File: src/rtl/core/ordered_list_store_top_defines.svh
// assertion helpers for the ordered list store
`ifndef ORDERED_LIST_STORE_TOP_DEFINES_SVH
`define ORDERED_LIST_STORE_TOP_DEFINES_SVH

// same-cycle implication, checked out of reset
`define OLST_ASSERT_NOW(label, ante, cons, msg) \
  label: assert property (@(posedge clk) disable iff (!rst_n) (ante) |-> (cons)) \
    else $error(msg);

// next-cycle implication, checked out of reset
`define OLST_ASSERT_NEXT(label, ante, cons, msg) \
  label: assert property (@(posedge clk) disable iff (!rst_n) (ante) |=> (cons)) \
    else $error(msg);

`endif

File: src/rtl/core/olst_pkg.sv
package olst_pkg;

  localparam int ValW  = 32;
  localparam int IdxW  = 5;
  localparam int ModeW = 3;
  localparam int StatW = 3;

  typedef enum logic [ModeW-1:0] {
    MODE_PUSH   = 3'd0,
    MODE_INSERT = 3'd1,
    MODE_POP    = 3'd2,
    MODE_DELETE = 3'd3,
    MODE_REMOVE = 3'd4,
    MODE_FIND   = 3'd5,
    MODE_READ   = 3'd6,
    MODE_NOP    = 3'd7
  } mode_t;

  typedef enum logic [StatW-1:0] {
    ST_OK       = 3'd0,
    ST_FULL     = 3'd1,
    ST_EMPTY    = 3'd2,
    ST_RANGE    = 3'd3,
    ST_NOTFOUND = 3'd4
  } status_t;

  // what every cell of the row does in a cycle
  typedef enum logic [2:0] {
    ACT_HOLD     = 3'd0,
    ACT_WRITE    = 3'd1,
    ACT_SHIFT_UP = 3'd2,
    ACT_ROT_KEEP = 3'd3,
    ACT_ROT_DROP = 3'd4
  } act_t;

  typedef struct packed {
    act_t                   act;
    logic signed [ValW-1:0] value;
  } cell_ctl_t;

endpackage

File: src/rtl/core/olst_if.sv
interface olst_in_if import olst_pkg::*; ();
  logic                   valid;
  logic                   ready;
  logic [ModeW-1:0]       mode;
  logic [IdxW-1:0]        index;
  logic signed [ValW-1:0] value;

  modport source (output valid, output mode, output index, output value, input ready);
  modport sink   (input valid, input mode, input index, input value, output ready);
endinterface

interface olst_out_if import olst_pkg::*; ();
  logic                   valid;
  logic                   ready;
  logic signed [ValW-1:0] read_value;
  logic signed [IdxW-1:0] found_index;
  logic [StatW-1:0]       status;
  logic [IdxW-1:0]        entry_count;
  logic                   no_entries;

  modport source (output valid, output read_value, output found_index, output status,
                  output entry_count, output no_entries, input ready);
  modport sink   (input valid, input read_value, input found_index, input status,
                  input entry_count, input no_entries, output ready);
endinterface

File: src/rtl/core/ordered_list_store_top.sv
// Ordered list of up to DEPTH signed 32-bit entries held in a row of cells, one entry per
// cell, cell 0 at the front. For push, insert, no-op and every rejected request the result
// is registered at the clock edge that accepts the request, and insert moves all later
// entries up one cell in that same cycle. Pop, delete, remove, find and read rotate the
// stored entries once through cell 0, one entry per cycle; entries to be taken out are
// dropped as they pass the front, which closes the gaps in order. A new request is taken
// only while no rotation is under way and the output register is empty or read in that
// same cycle; a finished rotation holds its result, and the input, for as long as the
// output register stays full. entry_count and found_index carry the low five bits of their
// values; found_index is all ones unless a find succeeded.
`include "ordered_list_store_top_defines.svh"

module ordered_list_store_top import olst_pkg::*; #(
  parameter int DEPTH = 16
) (
  input  logic       clk,
  input  logic       rst_n,
  olst_in_if.sink    in_req,
  olst_out_if.source out_rsp
);

  localparam int CW = $clog2(DEPTH + 1);

  cell_ctl_t              ctl;
  logic [CW-1:0]          lo;
  logic [CW-1:0]          hi;
  logic                   busy;
  logic signed [ValW-1:0] cell_data [DEPTH];
  logic                   rotating;
  logic                   find_taken;
  logic                   empty_rsp;
  logic                   empty_clean;
  logic                   found_rsp;

  olst_ctrl #(
    .DEPTH (DEPTH),
    .CW    (CW)
  ) u_ctrl (
    .clk       (clk),
    .rst_n     (rst_n),
    .in_req    (in_req),
    .out_rsp   (out_rsp),
    .head_data (cell_data[0]),
    .ctl       (ctl),
    .lo        (lo),
    .hi        (hi),
    .busy      (busy)
  );

  for (genvar g = 0; g < DEPTH; g++) begin : g_cell
    logic signed [ValW-1:0] prev_d;
    logic signed [ValW-1:0] next_d;

    if (g == 0) begin : g_first
      assign prev_d = '0;
    end else begin : g_prev
      assign prev_d = cell_data[g-1];
    end

    if (g == DEPTH - 1) begin : g_last
      assign next_d = cell_data[0];
    end else begin : g_next
      assign next_d = cell_data[g+1];
    end

    olst_cell #(
      .CW  (CW),
      .IDX (g)
    ) u_cell (
      .clk       (clk),
      .ctl       (ctl),
      .lo        (lo),
      .hi        (hi),
      .prev_data (prev_d),
      .next_data (next_d),
      .head_data (cell_data[0]),
      .data      (cell_data[g])
    );
  end

  assign rotating    = (ctl.act == ACT_ROT_KEEP) || (ctl.act == ACT_ROT_DROP);
  assign find_taken  = in_req.valid && in_req.ready && (in_req.mode == MODE_FIND);
  assign empty_rsp   = out_rsp.valid && (out_rsp.status == ST_EMPTY);
  assign empty_clean = out_rsp.no_entries && (out_rsp.read_value == '0);
  assign found_rsp   = out_rsp.valid && (out_rsp.found_index != -1);

  `OLST_ASSERT_NOW(a_rotate_only_busy, rotating, busy, "rotation outside a scan")
  `OLST_ASSERT_NOW(a_no_accept_busy, busy, !in_req.ready, "request taken during a scan")
  `OLST_ASSERT_NEXT(a_find_scans, find_taken, busy, "find did not start a scan")
  `OLST_ASSERT_NOW(a_empty_result, empty_rsp, empty_clean, "empty status with data")
  `OLST_ASSERT_NOW(a_found_ok, found_rsp, out_rsp.status == ST_OK, "index found without ok status")

endmodule

File: src/rtl/core/olst_cell.sv
module olst_cell import olst_pkg::*; #(
  parameter int CW  = 5,
  parameter int IDX = 0
) (
  input  logic                   clk,
  input  cell_ctl_t              ctl,
  input  logic [CW-1:0]          lo,
  input  logic [CW-1:0]          hi,
  input  logic signed [ValW-1:0] prev_data,
  input  logic signed [ValW-1:0] next_data,
  input  logic signed [ValW-1:0] head_data,
  output logic signed [ValW-1:0] data
);

  localparam logic [CW:0] Pos     = (CW+1)'(IDX);
  localparam logic [CW:0] PosNext = (CW+1)'(IDX + 1);

  logic signed [ValW-1:0] data_r;
  logic signed [ValW-1:0] data_nxt;
  logic [CW:0]            lo_x;
  logic [CW:0]            hi_x;

  assign lo_x = {1'b0, lo};
  assign hi_x = {1'b0, hi};

  always_comb begin
    data_nxt = data_r;
    unique case (ctl.act)
      ACT_HOLD: ;
      ACT_WRITE: begin
        if (Pos == lo_x) data_nxt = ctl.value;
      end
      ACT_SHIFT_UP: begin
        if (Pos == lo_x) data_nxt = ctl.value;
        else if (Pos > lo_x && Pos <= hi_x) data_nxt = prev_data;
      end
      ACT_ROT_KEEP: begin
        if (PosNext < hi_x) data_nxt = next_data;
        else if (PosNext == hi_x) data_nxt = head_data;
      end
      ACT_ROT_DROP: begin
        if (PosNext < hi_x) data_nxt = next_data;
      end
      default: ;
    endcase
  end

  always_ff @(posedge clk) begin
    data_r <= data_nxt;
  end

  assign data = data_r;

endmodule

File: src/rtl/core/olst_ctrl.sv
module olst_ctrl import olst_pkg::*; #(
  parameter int DEPTH = 16,
  parameter int CW    = $clog2(DEPTH + 1)
) (
  input  logic                   clk,
  input  logic                   rst_n,
  olst_in_if.sink                in_req,
  olst_out_if.source             out_rsp,
  input  logic signed [ValW-1:0] head_data,
  output cell_ctl_t              ctl,
  output logic [CW-1:0]          lo,
  output logic [CW-1:0]          hi,
  output logic                   busy
);

  localparam int CMPW = (CW > IdxW) ? CW : IdxW;
  localparam logic [CW-1:0] Full = CW'(DEPTH);

  typedef enum logic [1:0] {
    S_IDLE = 2'b01,
    S_SCAN = 2'b10
  } state_t;

  state_t                 state_r, state_nxt;
  logic [CW-1:0]          count_r, count_nxt;
  logic [CW-1:0]          n_r, n_nxt;
  logic [CW-1:0]          step_r, step_nxt;
  logic [CW-1:0]          tgt_r, tgt_nxt;
  mode_t                  mode_r, mode_nxt;
  logic signed [ValW-1:0] val_r, val_nxt;
  logic signed [ValW-1:0] rd_r, rd_nxt;
  logic                   found_r, found_nxt;
  logic [IdxW-1:0]        fidx_r, fidx_nxt;

  logic                   out_valid_r, out_valid_nxt;
  logic signed [ValW-1:0] out_rd_r, out_rd_nxt;
  logic [IdxW-1:0]        out_fidx_r, out_fidx_nxt;
  status_t                out_status_r, out_status_nxt;
  logic [IdxW-1:0]        out_cnt_r, out_cnt_nxt;
  logic                   out_empty_r, out_empty_nxt;

  logic                   out_free;
  logic                   accept;
  logic [CMPW-1:0]        cnt_x;
  logic [CMPW-1:0]        idx_x;
  mode_t                  in_mode;
  status_t                st;
  logic                   start;
  logic                   hit;
  logic                   drop;

  function automatic logic [IdxW-1:0] low5(input logic [CW-1:0] v);
    logic [CMPW-1:0] w;
    w = CMPW'(v);
    return w[IdxW-1:0];
  endfunction

  assign out_free     = !out_valid_r || out_rsp.ready;
  assign in_req.ready = (state_r == S_IDLE) && out_free;
  assign accept       = in_req.valid && in_req.ready;
  assign cnt_x        = CMPW'(count_r);
  assign idx_x        = CMPW'(in_req.index);
  assign in_mode      = mode_t'(in_req.mode);
  assign hit          = (head_data == val_r);
  assign busy         = (state_r == S_SCAN);

  always_comb begin
    state_nxt      = state_r;
    count_nxt      = count_r;
    n_nxt          = n_r;
    step_nxt       = step_r;
    tgt_nxt        = tgt_r;
    mode_nxt       = mode_r;
    val_nxt        = val_r;
    rd_nxt         = rd_r;
    found_nxt      = found_r;
    fidx_nxt       = fidx_r;
    out_valid_nxt  = out_valid_r && !out_rsp.ready;
    out_rd_nxt     = out_rd_r;
    out_fidx_nxt   = out_fidx_r;
    out_status_nxt = out_status_r;
    out_cnt_nxt    = out_cnt_r;
    out_empty_nxt  = out_empty_r;
    ctl.act        = ACT_HOLD;
    ctl.value      = in_req.value;
    lo             = count_r;
    hi             = count_r;
    st             = ST_OK;
    start          = 1'b0;
    drop           = 1'b0;

    unique case (state_r)
      S_IDLE: begin
        if (accept) begin
          unique case (in_mode)
            MODE_PUSH: begin
              if (count_r == Full) st = ST_FULL;
              else begin
                ctl.act   = ACT_WRITE;
                count_nxt = CW'(count_r + 1'b1);
              end
            end
            MODE_INSERT: begin
              if (count_r == Full) st = ST_FULL;
              else if (idx_x > cnt_x) st = ST_RANGE;
              else begin
                ctl.act   = ACT_SHIFT_UP;
                lo        = idx_x[CW-1:0];
                count_nxt = CW'(count_r + 1'b1);
              end
            end
            MODE_POP, MODE_DELETE, MODE_READ: begin
              if (count_r == '0) st = ST_EMPTY;
              else if (in_mode != MODE_POP && idx_x >= cnt_x) st = ST_RANGE;
              else begin
                start   = 1'b1;
                tgt_nxt = (in_mode == MODE_POP) ? CW'(count_r - 1'b1) : idx_x[CW-1:0];
              end
            end
            MODE_REMOVE, MODE_FIND: start = 1'b1;
            MODE_NOP: ;
            default: ;
          endcase
          if (start) begin
            state_nxt = S_SCAN;
            n_nxt     = count_r;
            step_nxt  = '0;
            found_nxt = 1'b0;
            fidx_nxt  = '1;
            rd_nxt    = '0;
            mode_nxt  = in_mode;
            val_nxt   = in_req.value;
          end else begin
            out_valid_nxt  = 1'b1;
            out_rd_nxt     = '0;
            out_fidx_nxt   = '1;
            out_status_nxt = st;
            out_cnt_nxt    = low5(count_nxt);
            out_empty_nxt  = (count_nxt == '0);
          end
        end
      end
      S_SCAN: begin
        if (step_r != n_r) begin
          // head of the row leaves cell 0 and is kept at the tail or dropped
          drop = ((mode_r == MODE_POP || mode_r == MODE_DELETE) && step_r == tgt_r) ||
                 (mode_r == MODE_REMOVE && hit);
          ctl.act = drop ? ACT_ROT_DROP : ACT_ROT_KEEP;
          if (drop) count_nxt = CW'(count_r - 1'b1);
          if ((mode_r == MODE_POP || mode_r == MODE_READ) && step_r == tgt_r) begin
            rd_nxt = head_data;
          end
          if (mode_r == MODE_FIND && !found_r && hit) begin
            found_nxt = 1'b1;
            fidx_nxt  = low5(step_r);
          end
          step_nxt = CW'(step_r + 1'b1);
        end else if (out_free) begin
          priority if (mode_r == MODE_REMOVE) st = (count_r == n_r) ? ST_NOTFOUND : ST_OK;
          else if (mode_r == MODE_FIND) st = found_r ? ST_OK : ST_NOTFOUND;
          else st = ST_OK;
          out_valid_nxt  = 1'b1;
          out_rd_nxt     = rd_r;
          out_fidx_nxt   = fidx_r;
          out_status_nxt = st;
          out_cnt_nxt    = low5(count_r);
          out_empty_nxt  = (count_r == '0);
          state_nxt      = S_IDLE;
        end
      end
      default: state_nxt = S_IDLE;
    endcase
  end

  always_ff @(posedge clk) begin
    if (!rst_n) begin
      state_r     <= S_IDLE;
      count_r     <= '0;
      out_valid_r <= 1'b0;
    end else begin
      state_r     <= state_nxt;
      count_r     <= count_nxt;
      out_valid_r <= out_valid_nxt;
    end
  end

  always_ff @(posedge clk) begin
    n_r          <= n_nxt;
    step_r       <= step_nxt;
    tgt_r        <= tgt_nxt;
    mode_r       <= mode_nxt;
    val_r        <= val_nxt;
    rd_r         <= rd_nxt;
    found_r      <= found_nxt;
    fidx_r       <= fidx_nxt;
    out_rd_r     <= out_rd_nxt;
    out_fidx_r   <= out_fidx_nxt;
    out_status_r <= out_status_nxt;
    out_cnt_r    <= out_cnt_nxt;
    out_empty_r  <= out_empty_nxt;
  end

  assign out_rsp.valid       = out_valid_r;
  assign out_rsp.read_value  = out_rd_r;
  assign out_rsp.found_index = $signed(out_fidx_r);
  assign out_rsp.status      = out_status_r;
  assign out_rsp.entry_count = out_cnt_r;
  assign out_rsp.no_entries  = out_empty_r;

endmodule
File: src/flat_wrapper.sv
// flat-port wrapper written by rule: the top's interface ports become plain ports
module ordered_list_store_top_flat import olst_pkg::*;
#(
  parameter int DEPTH = 16
)
  (clk, rst_n, in_req_valid, in_req_mode, in_req_index, in_req_value, in_req_ready, out_rsp_valid, out_rsp_read_value, out_rsp_found_index, out_rsp_status, out_rsp_entry_count, out_rsp_no_entries, out_rsp_ready);
  olst_in_if in_req_i ();
  olst_out_if out_rsp_i ();
  input  logic clk;
  input  logic rst_n;
  input wire logic [$bits(in_req_i.valid)-1:0] in_req_valid;
  input wire logic [$bits(in_req_i.mode)-1:0] in_req_mode;
  input wire logic [$bits(in_req_i.index)-1:0] in_req_index;
  input wire logic [$bits(in_req_i.value)-1:0] in_req_value;
  output wire logic [$bits(in_req_i.ready)-1:0] in_req_ready;
  output wire logic [$bits(out_rsp_i.valid)-1:0] out_rsp_valid;
  output wire logic [$bits(out_rsp_i.read_value)-1:0] out_rsp_read_value;
  output wire logic [$bits(out_rsp_i.found_index)-1:0] out_rsp_found_index;
  output wire logic [$bits(out_rsp_i.status)-1:0] out_rsp_status;
  output wire logic [$bits(out_rsp_i.entry_count)-1:0] out_rsp_entry_count;
  output wire logic [$bits(out_rsp_i.no_entries)-1:0] out_rsp_no_entries;
  input wire logic [$bits(out_rsp_i.ready)-1:0] out_rsp_ready;
  assign in_req_i.valid = in_req_valid;
  assign in_req_i.mode = in_req_mode;
  assign in_req_i.index = in_req_index;
  assign in_req_i.value = in_req_value;
  assign in_req_ready = in_req_i.ready;
  assign out_rsp_valid = out_rsp_i.valid;
  assign out_rsp_read_value = out_rsp_i.read_value;
  assign out_rsp_found_index = out_rsp_i.found_index;
  assign out_rsp_status = out_rsp_i.status;
  assign out_rsp_entry_count = out_rsp_i.entry_count;
  assign out_rsp_no_entries = out_rsp_i.no_entries;
  assign out_rsp_i.ready = out_rsp_ready;
  ordered_list_store_top #(.DEPTH(DEPTH)) u_core (.clk(clk), .rst_n(rst_n), .in_req(in_req_i), .out_rsp(out_rsp_i));
endmodule
File: config.mk
export PLATFORM = sky130hd
export DESIGN_NAME = ordered_list_store_top_flat
export DESIGN_NICKNAME = d
export VERILOG_FILES = /design/src/rtl/core/olst_pkg.sv /design/src/rtl/core/olst_if.sv /design/src/rtl/core/ordered_list_store_top.sv /design/src/rtl/core/olst_cell.sv /design/src/rtl/core/olst_ctrl.sv /design/src/flat_wrapper.sv
export VERILOG_INCLUDE_DIRS = /design/src /design/src/rtl/core
export SDC_FILE = /design/constraint.sdc
export NUM_CORES = 2
export LEC_CHECK = 0
export BUFFER_PORTS_ARGS = -buffer_cell sky130_fd_sc_hd__buf_2
export CAP_MARGIN = 20
export CORE_AREA = 5 5 318 320
export CTS_CLUSTER_SIZE = 8
export DETAILED_ROUTE_END_ITERATION = 6
export DIE_AREA = 0 0 323 325
export GPL_TIMING_DRIVEN = 0
export SLEW_MARGIN = 15
export SYNTH_ARGS = -nofsm -noshare
export SYNTH_HDL_FRONTEND = slang
export SYNTH_SLANG_ARGS = --single-unit
File: constraint.sdc
create_clock -name clk -period 9 [get_ports clk]
set_input_delay 1.35 -clock clk [delete_from_list [all_inputs] [get_ports clk]]
set_output_delay 1.35 -clock clk [all_outputs]
set_load 0.02 [all_outputs]
==> results.ini <==
[outcome]
outcome = finished with violations
violations = design-rule violations

[synth]
synth_mux_area_share_pct = 0.1619
synth_top_flop_cell = edfxtp_1
yosysTopAreaCellShare_pct = 57.05
synth_top_family_by_area = compound AO/OA/AOI/OAI gates
synth_top_area_cell = edfxtp_1
synth_area_per_cell_um2 = 12.83
yosys.area_share.simple_pct = 6.907
ys_top_cells_by_area = edfxtp_1, a221o_1, a22o_1, clkbuf_1, and2_1
syn_area_um2 = 34000
synth_fa_ha_area_share_pct = 0.4784
yosysWarnings = 0
synth_nets = 2708
synth_edf_count = 646
synth_xor_area_share_pct = 1.494
async_flop_share_pct = 0
syn_inst = 2651
ys_ff_latch = 654
ys_types = 78
ys_seq_area_share_pct = 57.53
synth_compound_area_share_pct = 29.01

[clock_network]
path_clk_slew_ps = 50
cts_sinks = 654
cts_hold_buf = 0
cts_resized = 0
htree_num_levels = 3
cts_tree = built
clk-insertion-delay-late_ps = 650
cts-root-buf = clkbuf_16
cts_buffers = 92
clockBufferDepth = 3
postCtsSetupRepairBufs = 0

[final_layout]
areaGrowthSynthToFinish_pct = 16.52
stdcell_area_um2 = 39620
regArea_um2 = 19560
final_nets = 2958
num-fill-cells = 9286
fin_util_pct = 40.49
layout-drive-gt1-share_pct = 12.27
multi_input_comb_area_um2 = 13240
layout_common_cells = edfxtp_1, a221o_1, a22o_1
final_common_cell = edfxtp_1

[sta]
fin_crit_ps = 7092
worst_slack_ps = 1908
hold_viol = 0
tns_ps = 0
max_freq_mhz = 141.0
finalClockSkew_ps = 20.33
maxSlewViolCount = 0
relSlewSlack_pct = 14.10
setup-violations-final = 0
finalCritPeriodShare_pct = 78.80
worst_pin_slew_ps = 1289
rsz0062_at_grt = no

[worst_setup_path]
cpPeakStageDelay_ps = 770
cp_num_cells = 15
r2r-end = u_core.g_cell[0].u_cell.data[19]
r2r_cells = 15
r2r_slack_ps = 1910
worstPathRequired_ps = 9350
crit_chain = clkbuf_1 -> clkinv_1 -> ha_1 -> nor4bb_1 -> nor4_1 -> a31o_2 -> o21a_1 -> clkbuf_1 -> buf_1 -> buf_1 -> nor2_1 -> nor3_2 -> buf_6 -> buf_4 -> buf_4
regToRegStartpoint = u_core.u_ctrl.hi[0]
critPathLaunchType = flip-flop
crit_slowest_cell = nor3_2
crit_end = u_core.g_cell[0].u_cell.data[19]
worst-path-buf-inv = 8
worst-endpoint-arrival_ps = 7440
end_kind = flip-flop
crit_fanout = 10
crit_family = buffers and inverters
critical_path_class = reg -> reg
crit_path_start = u_core.u_ctrl.hi[0]

[pwr]
power_density_nw_per_um2 = 196.9
leakage_nw = 13.24
ir_drop_v = 0.0001358

[global_route]
grt_max_degree = 29
grt_use_met3_pct = 7.130
busiest_layer = met2
grt_pass1_wl_mm = 190.4
grt_overflow = 0
met1_usage_pct = 31.58
antenna_found_initial = 13
grtUsageMet2_pct = 38.33
first_global_vias = 27222
grt_usage_pct = 24.73

[detailed_routing]
wl_per_cell_um = 32.32
vias_per_cell = 6.658
drt-initial-drc-count = 3803
drt_wl_total_mm = 136.4
drc = 6
dr.pass1.iters = 7
route.vias.total = 28089
drtAntennaViolNets = 0

[floorplan]
die_w_um = 323
io_pins = 92
fp.dieH_um = 325
core_um2 = 97840
rows = 115
start_util_pct = 34.75
dieArea_um2 = 105000

[placed_design]
gp_congestion = 1.011
preCtsSetupSlack_ps = 2265
dp_hpwl_mm = 101.2
placed_area_um2 = 37050
portBuffers = 91

[worst_hold_path]
hp-class = reg -> reg

[flow_run]
max_cap_viol_count = 0

[sequential cells by signal, summed over array words and instances, names as in the netlist, 5 cells and up]
name	cells
u_core.u_ctrl.out_rsp.found_index	5
u_core.g_cell.u_cell.data	512
u_core.u_ctrl.step_r	5
u_core.u_ctrl.fidx_r	5
u_core.u_ctrl.tgt_r	5
u_core.u_ctrl.n_r	5
u_core.u_ctrl.val_r	32
u_core.u_ctrl.out_rsp.entry_count	5
u_core.u_ctrl.rd_r	32
u_core.u_ctrl.hi	5
u_core.u_ctrl.out_rsp.read_value	32
[synth_stat cells (8+ instances only)]
cell type    n
a21o_1      10
a21oi_1     48
a221o_1    481
a22o_1     355
a31oi_1     11
a32o_1      65
and2_1     109
buf_1       39
buf_2       45
clkbuf_1   281
dfxtp_1      8
edfxtp_1   646
ha_1        13
inv_1        9
nand2_1     95
nand2b_1    16
nand3_1     50
nor2_1      47
nor2b_1     37
nor3_1      29
nor4_1      15
o21a_1       8
o21ai_0     52
o21ai_1      8
or3_1        8
xnor2_1     18
xor2_1      40
[area by class of cell]
cell class              instances  share of cell area, %
repair buffers                156                  2.978
diodes                         15                0.09475
flip-flops and latches        654                  49.37
clock inverters                 7                 0.3032
plain buffers                 368                  3.686
inverters                      12                 0.1137
well taps                    1287                  4.065
multi-input cells            1617                  33.42
clock buffers                 103                  5.969
[how the worst min path moves through the flow]
stage	end	startpoint	slack (ps)	depth (start not counted)
5_1_grt	u_core.u_ctrl.out_rsp.found_index[3]	u_core.u_ctrl.fidx_r[3]	520	1
6_report	u_core.u_ctrl.out_rsp.found_index[1]	u_core.u_ctrl.fidx_r[1]	490	1
3_3_place_gp	u_core.u_ctrl.out_rsp.found_index[0]	u_core.u_ctrl.fidx_r[0]	480	1
2_1_floorplan	u_core.u_ctrl.n_r[3]	u_core.u_ctrl.hi[3]	450	0
4_1_cts	u_core.u_ctrl.out_rsp.found_index[1]	u_core.u_ctrl.fidx_r[1]	500	1
3_5_place_dp	u_core.u_ctrl.out_rsp.found_index[1]	u_core.u_ctrl.fidx_r[1]	480	1
[through the flow]
step / cells / hold slack (ps) / power, mW
floorplan: 2651 / 452.1 / 4.251
global placement: 4029 / 484.1 / 4.589
detailed placement: 4090 / 484.4 / 4.638
CTS: 4200 / 496.2 / 7.784
global route: 4208 / 522.5 / 7.990
finish: 4219 / 492.4 / 7.799
[metal layers]
metal  share of wire (%)  up-vias
li1                    -    11640
met2                  44     2024
met3                  12      419
met5                0.23        -
met4                 5.8       12
met1                  38    13994
[kinds of logic after synthesis]
group | count (synthesis)
AO/OA/AOI/OAI | 1102
multiplexers | 5
flip-flops | 654
buffers and inverters | 380
AND/OR/NAND/NOR | 439
adder cells (fa/ha/maj) | 13
XOR/XNOR | 58
[report_power, final]
group          internal [mW]  switching [mW]  total, mW
Sequential              3.59          0.0899       3.68
Clock                   1.84            1.34       3.18
Combinational          0.326           0.606      0.933
Total                   5.76            2.04       7.80
No activity file was read; power rests on OpenSTA's default activity.
